**src/tlcu_pkg.sv**
```systemverilog
package tlcu_pkg;

    localparam int MAX_ROWS = 64;
    localparam int MAX_COLS = 64;

    localparam int ROW_W  = (MAX_ROWS > 1) ? $clog2(MAX_ROWS) : 1;
    localparam int COL_W  = (MAX_COLS > 1) ? $clog2(MAX_COLS) : 1;
    localparam int SIZE_W = 7;
    localparam int RULE_W = 18;
    localparam int CNT_W  = 4;
    localparam int POS_W  = 5;

    localparam logic [RULE_W-1:0] RULE_RESET    = 18'h01808;
    localparam logic [SIZE_W-1:0] SIZE_RESET    = 7'd64;
    localparam logic [POS_W-1:0]  SURVIVE_SHIFT = 5'd9;
    localparam logic [7:0]        FULL_LEVEL    = 8'd255;

    localparam logic CMD_LOAD  = 1'b0;
    localparam logic CMD_QUERY = 1'b1;

    localparam int ADDR_W = 4;
    localparam logic [1:0] REG_RULE = 2'd0;
    localparam logic [1:0] REG_ROWS = 2'd1;
    localparam logic [1:0] REG_COLS = 2'd2;

    typedef logic [MAX_COLS-1:0] row_word_t;

endpackage

```
**src/tlcu_ram.sv**
```systemverilog
module tlcu_ram #(
    parameter int WIDTH = 8,
    parameter int DEPTH = 16,
    localparam int AW = (DEPTH > 1) ? $clog2(DEPTH) : 1
) (
    input  logic             clk,
    input  logic             wr_en,
    input  logic [AW-1:0]    wr_addr,
    input  logic [WIDTH-1:0] wr_data,
    input  logic             rd_en,
    input  logic [AW-1:0]    rd_addr,
    output logic [WIDTH-1:0] rd_data
);

    logic [WIDTH-1:0] mem [DEPTH];

    always_ff @(posedge clk)
    begin
        if (wr_en)
        begin
            mem[wr_addr] <= wr_data;
        end
        if (rd_en)
        begin
            rd_data <= mem[rd_addr];
        end
    end

endmodule

```
**src/toroidal_life_rule_cell_update.sv**
```systemverilog
// Life-like cell update on a toroidal grid of one-bit cells.
// Input channel (in_valid/in_stall) carries a load or a query transaction.
// A load sets the addressed cell alive when red, green and blue are all 255,
// and clears it otherwise; it produces no result. A query returns the next
// state of the cell from the rule register together with a bad_coord flag.
// Output channel (out_valid/out_stall) carries one result per query.
// The grid is held as one row word per memory entry. A load reads the row
// and then writes it back. A query reads the up, center and down rows in
// turn through the single read port, then applies the rule and registers
// the result; the next transaction is accepted only once that result has
// moved to the output register. A query outside the grid registers its
// result at acceptance and reads no rows. The next transaction is accepted
// while a result still waits in the output register; a finished query waits
// as long as the receiver stalls and the old result has not been taken.
// Reset restores the rule and grid size registers and marks every row as
// cleared through a per-row valid bit; no clearing pass is needed.
// The user must write the APB port only while the block is idle; the block itself does not enforce this.
module toroidal_life_rule_cell_update (
    input  logic                          clk,
    input  logic                          rst_n,
    input  logic                          psel,
    input  logic                          penable,
    input  logic                          pwrite,
    input  logic [tlcu_pkg::ADDR_W-1:0]   paddr,
    input  logic [31:0]                   pwdata,
    output logic [31:0]                   prdata,
    output logic                          pready,
    input  logic                          in_valid,
    output logic                          in_stall,
    input  logic                          cmd,
    input  logic [5:0]                    cell_row,
    input  logic [5:0]                    cell_col,
    input  logic [7:0]                    red,
    input  logic [7:0]                    green,
    input  logic [7:0]                    blue,
    output logic                          out_valid,
    input  logic                          out_stall,
    output logic                          next_alive,
    output logic                          bad_coord
);

    import tlcu_pkg::*;

    localparam logic [2:0] S_IDLE    = 3'd0;
    localparam logic [2:0] S_LOAD_WR = 3'd1;
    localparam logic [2:0] S_Q1      = 3'd2;
    localparam logic [2:0] S_Q2      = 3'd3;
    localparam logic [2:0] S_Q3      = 3'd4;
    localparam logic [2:0] S_OUT     = 3'd5;

    logic [2:0]          state_reg, state_next;
    logic [RULE_W-1:0]   rule_reg, rule_next;
    logic [SIZE_W-1:0]   rows_reg, rows_next;
    logic [SIZE_W-1:0]   cols_reg, cols_next;
    logic [MAX_ROWS-1:0] rv_reg, rv_next;
    logic                hit_reg, hit_next;
    logic                out_valid_reg, out_valid_next;
    logic                next_alive_reg, next_alive_next;
    logic                bad_coord_reg, bad_coord_next;
    logic [ROW_W-1:0]    row_reg, row_next;
    logic [ROW_W-1:0]    down_reg, down_next;
    logic [COL_W-1:0]    col_reg, col_next;
    logic [COL_W-1:0]    left_reg, left_next;
    logic [COL_W-1:0]    right_reg, right_next;
    logic                alive_reg, alive_next;
    logic [CNT_W-1:0]    nb_reg, nb_next;
    logic                own_reg, own_next;
    logic                res_alive_reg, res_alive_next;
    logic                res_bad_reg, res_bad_next;

    logic [SIZE_W-1:0]   rows_eff, cols_eff;
    logic [ROW_W-1:0]    in_row, up_c, down_c;
    logic [COL_W-1:0]    in_col, left_c, right_c;
    logic                inside_c, alive_c, accept, slot_free;
    logic                cfg_wr;
    logic                ram_we, ram_re;
    logic [ROW_W-1:0]    ram_waddr, ram_raddr;
    row_word_t           ram_wdata, ram_rdata, row_word, load_word;
    logic [CNT_W-1:0]    count;
    logic [POS_W-1:0]    pos;

    tlcu_ram #(
        .WIDTH (MAX_COLS),
        .DEPTH (MAX_ROWS)
    ) u_grid (
        .clk     (clk),
        .wr_en   (ram_we),
        .wr_addr (ram_waddr),
        .wr_data (ram_wdata),
        .rd_en   (ram_re),
        .rd_addr (ram_raddr),
        .rd_data (ram_rdata)
    );

    assign pready     = 1'b1;
    assign cfg_wr     = psel && penable && pwrite && pready;
    assign in_stall   = (state_reg != S_IDLE);
    assign accept     = in_valid && !in_stall;
    assign out_valid  = out_valid_reg;
    assign next_alive = next_alive_reg;
    assign bad_coord  = bad_coord_reg;
    assign slot_free  = !out_valid_reg || !out_stall;

    always_comb
    begin
        prdata = '0;
        unique case (paddr[3:2])
            REG_RULE: prdata = {{(32-RULE_W){1'b0}}, rule_reg};
            REG_ROWS: prdata = {{(32-SIZE_W){1'b0}}, rows_reg};
            REG_COLS: prdata = {{(32-SIZE_W){1'b0}}, cols_reg};
            default:  prdata = '0;
        endcase
    end

    always_comb
    begin
        rows_eff = rows_reg;
        if (rows_reg == '0)
        begin
            rows_eff = SIZE_W'(1);
        end
        else if (rows_reg > SIZE_W'(MAX_ROWS))
        begin
            rows_eff = SIZE_W'(MAX_ROWS);
        end
        cols_eff = cols_reg;
        if (cols_reg == '0)
        begin
            cols_eff = SIZE_W'(1);
        end
        else if (cols_reg > SIZE_W'(MAX_COLS))
        begin
            cols_eff = SIZE_W'(MAX_COLS);
        end
    end

    assign in_row   = ROW_W'(cell_row);
    assign in_col   = COL_W'(cell_col);
    assign inside_c = (SIZE_W'(cell_row) < rows_eff) && (SIZE_W'(cell_col) < cols_eff);
    assign alive_c  = (red == FULL_LEVEL) && (green == FULL_LEVEL) && (blue == FULL_LEVEL);
    assign up_c     = (in_row == '0) ? ROW_W'(rows_eff - SIZE_W'(1)) : in_row - ROW_W'(1);
    assign down_c   = ((SIZE_W'(cell_row) + SIZE_W'(1)) == rows_eff) ? '0 : in_row + ROW_W'(1);
    assign left_c   = (in_col == '0) ? COL_W'(cols_eff - SIZE_W'(1)) : in_col - COL_W'(1);
    assign right_c  = ((SIZE_W'(cell_col) + SIZE_W'(1)) == cols_eff) ? '0 : in_col + COL_W'(1);

    assign row_word = hit_reg ? ram_rdata : '0;

    always_comb
    begin
        load_word          = row_word;
        load_word[col_reg] = alive_reg;
    end

    assign count = nb_reg + CNT_W'(row_word[left_reg]) + CNT_W'(row_word[col_reg])
                 + CNT_W'(row_word[right_reg]);
    assign pos   = own_reg ? (SURVIVE_SHIFT + POS_W'(count)) : POS_W'(count);

    always_comb
    begin
        state_next      = state_reg;
        rule_next       = rule_reg;
        rows_next       = rows_reg;
        cols_next       = cols_reg;
        rv_next         = rv_reg;
        hit_next        = hit_reg;
        out_valid_next  = out_valid_reg;
        next_alive_next = next_alive_reg;
        bad_coord_next  = bad_coord_reg;
        row_next        = row_reg;
        down_next       = down_reg;
        col_next        = col_reg;
        left_next       = left_reg;
        right_next      = right_reg;
        alive_next      = alive_reg;
        nb_next         = nb_reg;
        own_next        = own_reg;
        res_alive_next  = res_alive_reg;
        res_bad_next    = res_bad_reg;
        ram_we          = 1'b0;
        ram_waddr       = row_reg;
        ram_wdata       = load_word;
        ram_re          = 1'b0;
        ram_raddr       = row_reg;

        if (cfg_wr)
        begin
            case (paddr[3:2])
                REG_RULE: rule_next = pwdata[RULE_W-1:0];
                REG_ROWS: rows_next = pwdata[SIZE_W-1:0];
                REG_COLS: cols_next = pwdata[SIZE_W-1:0];
                default:  rule_next = rule_reg;
            endcase
        end

        if (out_valid_reg && !out_stall)
        begin
            out_valid_next = 1'b0;
        end

        unique case (state_reg)
            S_IDLE:
            begin
                if (accept)
                begin
                    row_next   = in_row;
                    col_next   = in_col;
                    down_next  = down_c;
                    left_next  = left_c;
                    right_next = right_c;
                    alive_next = alive_c;
                    if (!inside_c)
                    begin
                        if (cmd == CMD_QUERY)
                        begin
                            res_alive_next = 1'b0;
                            res_bad_next   = 1'b1;
                            state_next     = S_OUT;
                        end
                    end
                    else if (cmd == CMD_LOAD)
                    begin
                        ram_re     = 1'b1;
                        ram_raddr  = in_row;
                        state_next = S_LOAD_WR;
                    end
                    else
                    begin
                        ram_re     = 1'b1;
                        ram_raddr  = up_c;
                        state_next = S_Q1;
                    end
                end
            end
            S_LOAD_WR:
            begin
                ram_we           = 1'b1;
                rv_next[row_reg] = 1'b1;
                state_next       = S_IDLE;
            end
            S_Q1:
            begin
                nb_next    = CNT_W'(row_word[left_reg]) + CNT_W'(row_word[col_reg])
                           + CNT_W'(row_word[right_reg]);
                ram_re     = 1'b1;
                ram_raddr  = row_reg;
                state_next = S_Q2;
            end
            S_Q2:
            begin
                nb_next    = nb_reg + CNT_W'(row_word[left_reg]) + CNT_W'(row_word[right_reg]);
                own_next   = row_word[col_reg];
                ram_re     = 1'b1;
                ram_raddr  = down_reg;
                state_next = S_Q3;
            end
            S_Q3:
            begin
                res_alive_next = rule_reg[pos];
                res_bad_next   = 1'b0;
                state_next     = S_OUT;
            end
            S_OUT:
            begin
                if (slot_free)
                begin
                    out_valid_next  = 1'b1;
                    next_alive_next = res_alive_reg;
                    bad_coord_next  = res_bad_reg;
                    state_next      = S_IDLE;
                end
            end
            default:
            begin
                state_next = S_IDLE;
            end
        endcase

        if (ram_re)
        begin
            hit_next = rv_reg[ram_raddr];
        end
    end

    always_ff @(posedge clk or negedge rst_n)
    begin
        if (!rst_n)
        begin
            state_reg     <= S_IDLE;
            rule_reg      <= RULE_RESET;
            rows_reg      <= SIZE_RESET;
            cols_reg      <= SIZE_RESET;
            rv_reg        <= '0;
            hit_reg       <= 1'b0;
            out_valid_reg <= 1'b0;
        end
        else
        begin
            state_reg     <= state_next;
            rule_reg      <= rule_next;
            rows_reg      <= rows_next;
            cols_reg      <= cols_next;
            rv_reg        <= rv_next;
            hit_reg       <= hit_next;
            out_valid_reg <= out_valid_next;
        end
    end

    always_ff @(posedge clk)
    begin
        next_alive_reg <= next_alive_next;
        bad_coord_reg  <= bad_coord_next;
        row_reg        <= row_next;
        down_reg       <= down_next;
        col_reg        <= col_next;
        left_reg       <= left_next;
        right_reg      <= right_next;
        alive_reg      <= alive_next;
        nb_reg         <= nb_next;
        own_reg        <= own_next;
        res_alive_reg  <= res_alive_next;
        res_bad_reg    <= res_bad_next;
    end

    a_rise_from_out: assert property (@(posedge clk) disable iff (!rst_n)
        $rose(out_valid_reg) |-> $past(state_reg == S_OUT))
        else $error("Result appeared without a finished query.");

    a_load_writes: assert property (@(posedge clk) disable iff (!rst_n)
        (accept && cmd == CMD_LOAD && inside_c) |=> ram_we)
        else $error("Accepted load did not write its row back.");

    a_row_marked: assert property (@(posedge clk) disable iff (!rst_n)
        ram_we |=> rv_reg[$past(ram_waddr)])
        else $error("Written row is not marked valid.");

    a_bad_is_dead: assert property (@(posedge clk) disable iff (!rst_n)
        (out_valid_reg && bad_coord_reg) |-> !next_alive_reg)
        else $error("Out-of-range query reported a live cell.");

    a_no_access_clash: assert property (@(posedge clk) disable iff (!rst_n)
        !(ram_we && ram_re))
        else $error("Row write and row read issued in the same cycle.");

endmodule

```
**config.mk**
```make
export PLATFORM = sky130hd
export DESIGN_NAME = toroidal_life_rule_cell_update
export DESIGN_NICKNAME = d
export VERILOG_FILES = /design/src/tlcu_pkg.sv /design/src/tlcu_ram.sv /design/src/toroidal_life_rule_cell_update.sv
export SDC_FILE = /design/constraint.sdc
export NUM_CORES = 2
export LEC_CHECK = 0
export BUFFER_PORTS_ARGS = -buffer_cell sky130_fd_sc_hd__buf_2
export CAP_MARGIN = 10
export CORE_AREA = 2 2 801 484
export DETAILED_ROUTE_END_ITERATION = 7
export DIE_AREA = 0 0 803 486
export GPL_TIMING_DRIVEN = 0
export SYNTH_ARGS = -nofsm -noshare
export SYNTH_HDL_FRONTEND = slang
export SYNTH_SLANG_ARGS = --single-unit
export TNS_END_PERCENT = 100
```
**constraint.sdc**
```tcl
create_clock -name clk -period 8.21 [get_ports clk]
set_input_delay 1.642 -clock clk [delete_from_list [all_inputs] [get_ports clk]]
set_output_delay 1.642 -clock clk [all_outputs]
set_load 0.02 [all_outputs]
```
== Word-level counts from Yosys, hierarchy flattened ==
Memory sizes are Yosys's and may differ from the RTL's. A register that Yosys moved wholly into a read port is not among the register bits.
Index checks and enable logic that the tools add are counted.
Widths: inputs -> output; s select.

* Bits in writable memories: 4096
* Memories: 1
* Bits in latches: 0
* Register bits after elaboration: 141
* ROM bits: 0
* Output and inout port bits: 37
* Input port bits: 80

{| class="wikitable"
|+ Memory list
! memory !! depth !! bits a word !! rd ports !! clocked after Yosys merged registers in !! write ports !! line !! text
|-
| u_grid.mem || 64 || 64 || 1 || 1 || 1 || tlcu_ram.sv:15 || <nowiki>logic [WIDTH-1:0] mem [DEPTH];</nowiki>
|}

* Add/subtract/negate cells: 15
* Multipliers: 0
* Div/mod/pow operators: 0
* Reduce and logical (&&, ||, !) cells: 30
* Eq/ne operators: 17
* Muxes and demuxes: 52
* Bitwise operators: 1
* Order comparisons: 12
* Shifts and indexed selects: 0

{| class="wikitable"
|+ Operator list
! cell !! number
|-
| $bwmux 64 || 1
|-
| $mux 64 || 1
|-
| $or 64x64->64 || 1
|-
| $pmux 18 s3 || 1
|-
| $lt 6x7->1 const B || 5
|-
| $mux 6 || 5
|-
| $mux 7 || 4
|-
| $bmux 1 s6 || 4
|-
| $eq 8x8->1 const B || 3
|-
| $sub 6x1->6 const B || 4
|-
| $mux 1 || 21
|-
| $add 4x1->4 || 4
|-
| $pmux 3 s5 || 1
|-
| $add 6x1->7 const B || 2
|-
| $eq 7x7->1 || 2
|-
| $gt 7x7->1 const B || 2
|-
| $logic_not 7->1 || 2
|-
| $lt 6x7->1 || 2
|-
| $add 6x1->6 const B || 2
|-
| $demux 1 s6 || 2
|-
| $ge 6x1->1 const B || 2
|-
| $logic_not 6->1 || 2
|-
| $mux 3 || 4
|-
| $pmux 6 s2 || 1
|-
| other kinds (27) || 49
|}

== Logic depth before layout (Yosys ltp) ==
* Depth in word-level cells: 11
* Depth in mapped cells: 21
* Depth with buffers taken out: 19

== By module ==
A second synthesis with hierarchy kept.

* Cells, all modules: 7742
* Area total of the unflattened synthesis: 167663.3 um^2

{| class="wikitable"
|+ By module, submodules not included
! module !! instances !! cells an instance !! area an instance (um^2) !! seq. area each (um^2)
|-
| tlcu_ram || 1 || 6598 || 156989.3 || 124919.8
|-
| toroidal_life_rule_cell_update || 1 || 1144 || 10674.0 || 3734.8
|}

== Worst setup path before layout ==
No wires, ideal clock.

* Path kind: flip-flop to flip-flop
* Start: register left_reg[0]
* End: register res_alive_reg (data pin)
* Required time: 7.956 ns
* Slack: 2.376 ns
* Stages on the path, launching flop included: 20
* Arrival time: 5.581 ns
* Buffers on the path: 2
* Setup time: 0.254 ns
* Path through: edfxtp_1 -> clkbuf_1 -> buf_1 -> mux4_2 -> mux4_2 -> mux2_2 -> o211a_1 -> ha_1 -> inv_1 -> fa_1 -> inv_1 -> ha_1 -> ha_1 -> mux2i_1 -> mux4_2 -> mux2i_1 -> a21oi_1 -> a41o_1 -> a21oi_1 -> nor2_1

* Word-level cells in the longest chain between the ends: 10

{| class="wikitable"
|+ RTL lines
! element !! line !! text
|-
| from (decl) || toroidal_life_rule_cell_update.sv:63 || <nowiki>logic [COL_W-1:0] left_reg, left_next;</nowiki>
|-
| from (signal assigned) || toroidal_life_rule_cell_update.sv:315 || <nowiki>left_reg <= left_next;</nowiki>
|-
| $bmux 1 s6 (*) || toroidal_life_rule_cell_update.sv:154 || <nowiki>assign count = nb_reg + CNT_W'(row_word[left_reg]) + CNT_W'(row_word[col_reg])</nowiki>
|-
| $mux 1 (not written as such) (*) || toroidal_life_rule_cell_update.sv:154 ||
|-
| $add 4x1->4 (*) (2 in a row) || toroidal_life_rule_cell_update.sv:154 ||
|-
| $add 4x1->4 (*) || toroidal_life_rule_cell_update.sv:155 || <nowiki>+ CNT_W'(row_word[right_reg]);</nowiki>
|-
| $add 4x4->5 || toroidal_life_rule_cell_update.sv:156 || <nowiki>assign pos = own_reg ? (SURVIVE_SHIFT + POS_W'(count)) : POS_W'(count);</nowiki>
|-
| $mux 5 (*) || toroidal_life_rule_cell_update.sv:156 ||
|-
| $bmux 1 s5 (*) || toroidal_life_rule_cell_update.sv:258 || <nowiki>res_alive_next = rule_reg[pos];</nowiki>
|-
| $mux 1 (not written as such) (*) || toroidal_life_rule_cell_update.sv:258 ||
|-
| $pmux 1 s2 (*) || toroidal_life_rule_cell_update.sv:200 || <nowiki>unique case (state_reg)</nowiki>
|-
| to (signal assigned) || toroidal_life_rule_cell_update.sv:320 || <nowiki>res_alive_reg <= res_alive_next;</nowiki>
|-
| to (decl) || toroidal_life_rule_cell_update.sv:68 || <nowiki>logic res_alive_reg, res_alive_next;</nowiki>
|}

Every way passes the cells marked *; elsewhere a longest branch is shown, timed or not. The select of a mux whose other input is x is not followed.
A chain may end at the register's enable or synchronous reset.

== Final worst setup path ==
* Start: input port cell_row[0]
* End: register u_grid.rd_data[33], read port of u_grid.mem (data pin)

* Word-level cells in the longest chain between the ends: 6
* Elaborated cells on any way between the ends: 12
* Those cells by class: 1 x add/sub; 1 x order compare; 8 x mux; 2 x reduce/logical

{| class="wikitable"
|+ RTL lines
! element !! line !! text
|-
| from (decl) || toroidal_life_rule_cell_update.sv:31 || <nowiki>input logic [5:0] cell_row,</nowiki>
|-
| $sub 6x1->6 / $logic_not 6->1 (equally long branches) || toroidal_life_rule_cell_update.sv:141 || <nowiki>assign up_c = (in_row == '0) ? ROW_W'(rows_eff - SIZE_W'(1)) : in_row - ROW_W'(1);</nowiki>
|-
| $mux 6 || toroidal_life_rule_cell_update.sv:141 ||
|-
| $mux 6 || toroidal_life_rule_cell_update.sv:220 || <nowiki>else if (cmd == CMD_LOAD)</nowiki>
|-
| $mux 6 || toroidal_life_rule_cell_update.sv:211 || <nowiki>if (!inside_c)</nowiki>
|-
| $mux 6 || toroidal_life_rule_cell_update.sv:203 || <nowiki>if (accept)</nowiki>
|-
| $pmux 6 s2 || toroidal_life_rule_cell_update.sv:200 ||
|-
| to (decl) || tlcu_ram.sv:12 || <nowiki>output logic [WIDTH-1:0] rd_data</nowiki>
|}

Several ways; a longest one is shown, not always the timed one.

==> impl_metrics.tcl <==
set metrics [dict create \
    outcome "finished with violations" \
    violations "negative setup slack" \
    cts_htree_levels 5 \
    rrSetupSlack_ns 0.13 \
    hpwl_um 361000 \
    holdBufCountCts 0 \
    detail_route.wirelength_um 504000 \
    vias_after_detailed_routing 88400 \
    post_cts.repair.setup_buffers 0 \
    power.share.switching 0.353 \
    netSwitchingPower_mw 24.8 \
    worstRegToRegCells 19 \
    postSynth.asyncResetShare 0.0235 \
    p_seq_frac 0.395 \
    ys_top_cells_by_area "sky130_fd_sc_hd__edfxtp_1 75%, sky130_fd_sc_hd__mux4_2 14%, sky130_fd_sc_hd__nand2_1 1.5%" \
    drc 0 \
    holdPathStages 0 \
    ys.flop_type "sky130_fd_sc_hd__edfxtp_1" \
    cp.arrival_ns 8.93 \
    postSynthAreaPerCell_um2 21.2 \
    design_area_um2 193000 \
    ioPinCount 117 \
    die-height_um 486 \
    grt_first_pass_wirelength_um 690000 \
    detailedRoute.firstIterationViolations 13400 \
    dieWidth_um 803 \
    finalCritPeriodShare 1.01 \
    synth.yosys.seq_area_share 0.767 \
    critPathMaxFanout 12 \
    cp-start-kind "primary input" \
    clock_skew_ns 0.0740 \
    synth-edff-count 4200 \
    power.internal_mw 45.5 \
    timing_max_transition_violations_final 0 \
    portBuffers 85 \
    timing_worst_slew_pin_value_ns 1.42 \
    largest_register_ffs 4096 \
    post-layout-total-power_mw 70.3 \
    maxCapViolCount 0 \
    cp-end-kind "register" \
    fp.dieArea_um2 390000 \
    finalWorstSetupSlack_ns -0.0726 \
    worst_setup_hold_path_clk_slew_ns 0.07 \
    grt_start_max_net_pins 65 \
    post_drt_wl_per_cell_um 35.8 \
    preCtsSetupSlack_ns -0.607 \
    cts-root-buf "sky130_fd_sc_hd__clkbuf_16" \
    share_clk_of_total_power 0.252 \
    total_leakage_power_nw 61.3 \
    viasPerCell 6.27 \
    worstHoldPathType "reg -> reg" \
    worstReg2RegStart "col_reg[1]$_DFFE_PP_" \
    cts_num_sinks 4301 \
    total_global_route_track_usage 0.254 \
    synth.largest_area_cell "sky130_fd_sc_hd__edfxtp_1" \
    final_layout_size_suffix_gt1_frac 0.278 \
    start_util 0.439 \
    utilization 0.505 \
    max-clock-path-buffers 4 \
    clock_latency_on_the_worst_skew_pair_ns 0.97 \
    vias_in_the_first_global_route 84200 \
    synth_cells 7899 \
    netlist-cell-type-count 81 \
    most-common-layout-cells "4200 x sky130_fd_sc_hd__edfxtp_1, 1077 x sky130_fd_sc_hd__mux4_2, 599 x sky130_fd_sc_hd__nand2_1" \
    postRouteAntennaNets 0 \
    hold_path_startpoint "res_alive_reg$_SDFFCE_PN0P_" \
    final_critical_delay_including_setup_and_external_delays_ns 8.28 \
    synth_top_area_share 0.752 \
    unrepaired_setup_endpoints_after_global_routing "false" \
    power.share.combinational 0.353 \
    drt_pre_antenna_iters 6 \
    syn_area_um2 168000 \
    tritoncts "yes" \
    cts_buffers 378 \
    timing.rr.end "res_alive_reg$_SDFFCE_PN0P_" \
    slew_headroom 0.0538 \
    finalHoldViolCount 0 \
    whs_endpoint "next_alive$_DFFE_PP_" \
    yosysWarnings 0 \
    pwr_per_cell_area_nw_per_um2 364 \
    placeableCoreArea_um2 382000 \
    fp-row-count 176 \
    vdd_drop_max_mv 0.231 \
    area.growth.synth_to_final_pct 15.1 \
    final_common_cell "sky130_fd_sc_hd__edfxtp_1" \
    ys_ff_latch 4301 \
    critical_path_class "in -> reg" \
    finalNetCount 8761 \
    finalSetupViolations 3 \
    grt-ovfl-total 0 \
    max_clock_freq_mhz 121 \
    gp_congestion 0.949 \
    placed_inst_area_um2 181000 \
    antenna_violations_before_repair 35 \
    cp.required_ns 8.85 \
]
cells by family after synthesis:
logic type,synth area share
flops,0.767
mux,0.156
compound gates,0.0226
simple gates,0.0344
other cells,0.0000448
buf+inv,0.0158
xor+xnor,0.00183
fa+ha+maj,0.00203
layer usage:
layer,routed length [um],GRT usage,vias up,part of all wire
li1,-,-,34600,-
met1,217000,0.388,47800,0.43
met2,206000,0.341,5324,0.41
met3,67800,0.0973,688,0.13
met4,12500,0.0612,16,0.025
met5,598,0.0115,-,0.0012
worst max-delay path by stage:
stage,from,end,cells after the start
floorplan,left_reg[0]$_DFFE_PP_,res_alive_reg$_SDFFCE_PN0P_,19
global placement,state_reg[0]$_DFFE_PN0P_,rv_reg[46]$_DFFE_PN0P_,5
detailed placement,cell_row[0],u_grid.rd_data[53]$_DFFE_PP_,19
CTS,col_reg[2]$_DFFE_PP_,res_alive_reg$_SDFFCE_PN0P_,20
global route,cell_row[0],u_grid.rd_data[40]$_DFFE_PP_,19
finish,cell_row[0],u_grid.rd_data[33]$_DFFE_PP_,19
power by group through the flow:
stage | combinational (mW) | clock [mW] | sequential (mW)
final | 24.8 | 17.7 | 27.8
after global routing | 26.0 | 18.7 | 27.8
after floorplan | 14.0 | 0 | 28.1
after global placement | 23.1 | 0 | 28.6
after CTS | 24.5 | 17.9 | 27.8
after detailed placement | 24.4 | 0 | 28.2
worst max-delay path, stage by stage:
cell and delay (ns):
sky130_fd_sc_hd__buf_2 0.13, sky130_fd_sc_hd__clkbuf_1 0.26, sky130_fd_sc_hd__inv_1 0.20, sky130_fd_sc_hd__ha_1 0.25
sky130_fd_sc_hd__nor3b_2 0.40, sky130_fd_sc_hd__and2_1 0.37, sky130_fd_sc_hd__mux2_2 0.38, sky130_fd_sc_hd__ha_1 0.28
sky130_fd_sc_hd__inv_1 0.08, sky130_fd_sc_hd__o21ai_0 0.09, sky130_fd_sc_hd__nor4_1 0.46, sky130_fd_sc_hd__a211o_1 0.38
sky130_fd_sc_hd__buf_2 0.84, sky130_fd_sc_hd__buf_2 1.04, sky130_fd_sc_hd__buf_1 0.74, sky130_fd_sc_hd__nand2_1 0.11
sky130_fd_sc_hd__nand3_1 0.15, sky130_fd_sc_hd__nand4_1 0.33, sky130_fd_sc_hd__a31oi_1 0.60
cells in the mapped netlist, types with 4 or more instances:
| cell | n |
|---|---|
| sky130_fd_sc_hd__edfxtp_1 | 4200 |
| sky130_fd_sc_hd__mux4_2 | 1077 |
| sky130_fd_sc_hd__nand2_1 | 663 |
| sky130_fd_sc_hd__nand3_1 | 237 |
| sky130_fd_sc_hd__clkbuf_1 | 191 |
| sky130_fd_sc_hd__mux2i_1 | 151 |
| sky130_fd_sc_hd__a22oi_1 | 130 |
| sky130_fd_sc_hd__a32oi_1 | 129 |
| sky130_fd_sc_hd__buf_2 | 122 |
| sky130_fd_sc_hd__nor2_1 | 119 |
| sky130_fd_sc_hd__dfrtp_1 | 96 |
| sky130_fd_sc_hd__nand4_1 | 73 |
| sky130_fd_sc_hd__a31oi_1 | 69 |
| sky130_fd_sc_hd__or2_2 | 68 |
| sky130_fd_sc_hd__buf_4 | 67 |
| sky130_fd_sc_hd__o211ai_1 | 55 |
| sky130_fd_sc_hd__buf_6 | 49 |
| sky130_fd_sc_hd__mux2_2 | 39 |
| sky130_fd_sc_hd__a21oi_1 | 34 |
| sky130_fd_sc_hd__buf_1 | 34 |
| sky130_fd_sc_hd__inv_1 | 25 |
| sky130_fd_sc_hd__ha_1 | 24 |
| sky130_fd_sc_hd__o21ai_0 | 18 |
| sky130_fd_sc_hd__xnor2_1 | 18 |
| sky130_fd_sc_hd__and2_1 | 17 |
| sky130_fd_sc_hd__xor2_1 | 17 |
| sky130_fd_sc_hd__nor3_1 | 16 |
| sky130_fd_sc_hd__nor2b_1 | 14 |
| sky130_fd_sc_hd__o22ai_1 | 12 |
| sky130_fd_sc_hd__and3_1 | 11 |
| sky130_fd_sc_hd__nand2b_1 | 10 |
| sky130_fd_sc_hd__a221oi_1 | 9 |
| sky130_fd_sc_hd__a211oi_1 | 8 |
| sky130_fd_sc_hd__nor4_1 | 7 |
| sky130_fd_sc_hd__nand3b_1 | 6 |
| sky130_fd_sc_hd__dfstp_2 | 5 |
| sky130_fd_sc_hd__nor2_2 | 5 |
| sky130_fd_sc_hd__nor3b_1 | 5 |
| sky130_fd_sc_hd__a211o_1 | 4 |
| sky130_fd_sc_hd__o22a_1 | 4 |
| sky130_fd_sc_hd__or3_1 | 4 |
| sky130_fd_sc_hd__or3b_2 | 4 |
final cells by class:
| class | count | area [um^2] |
|---|---|---|
| antenna | 50 | 125 |
| timing repair buffer | 363 | 6100 |
| fill | 30000 | 189000 |
| buffer | 466 | 2570 |
| multi-input combinational | 3119 | 37200 |
| inverter | 26 | 97.6 |
| sequential | 4301 | 129000 |
| clock inverter | 235 | 2040 |
| clock buffer | 457 | 9900 |
| tap | 5073 | 6350 |
what timing repair did:
action                     CTS  global route
resized for setup            1             5
pin swaps                    0             0
setup endpoints to repair    1             4
gates cloned                 0             0
stage by stage:
step	setup TNS, ns	std cells	hold slack [ns]
final	-0.130	14100	0.430
after global routing	0	14100	0.445
after CTS	0	14000	0.437
after detailed placement	-18.79	13300	0.427
after global placement	-5358.65	13100	0.412
after floorplan	0	7912	0.400
(Power assumes the default switching activity.)
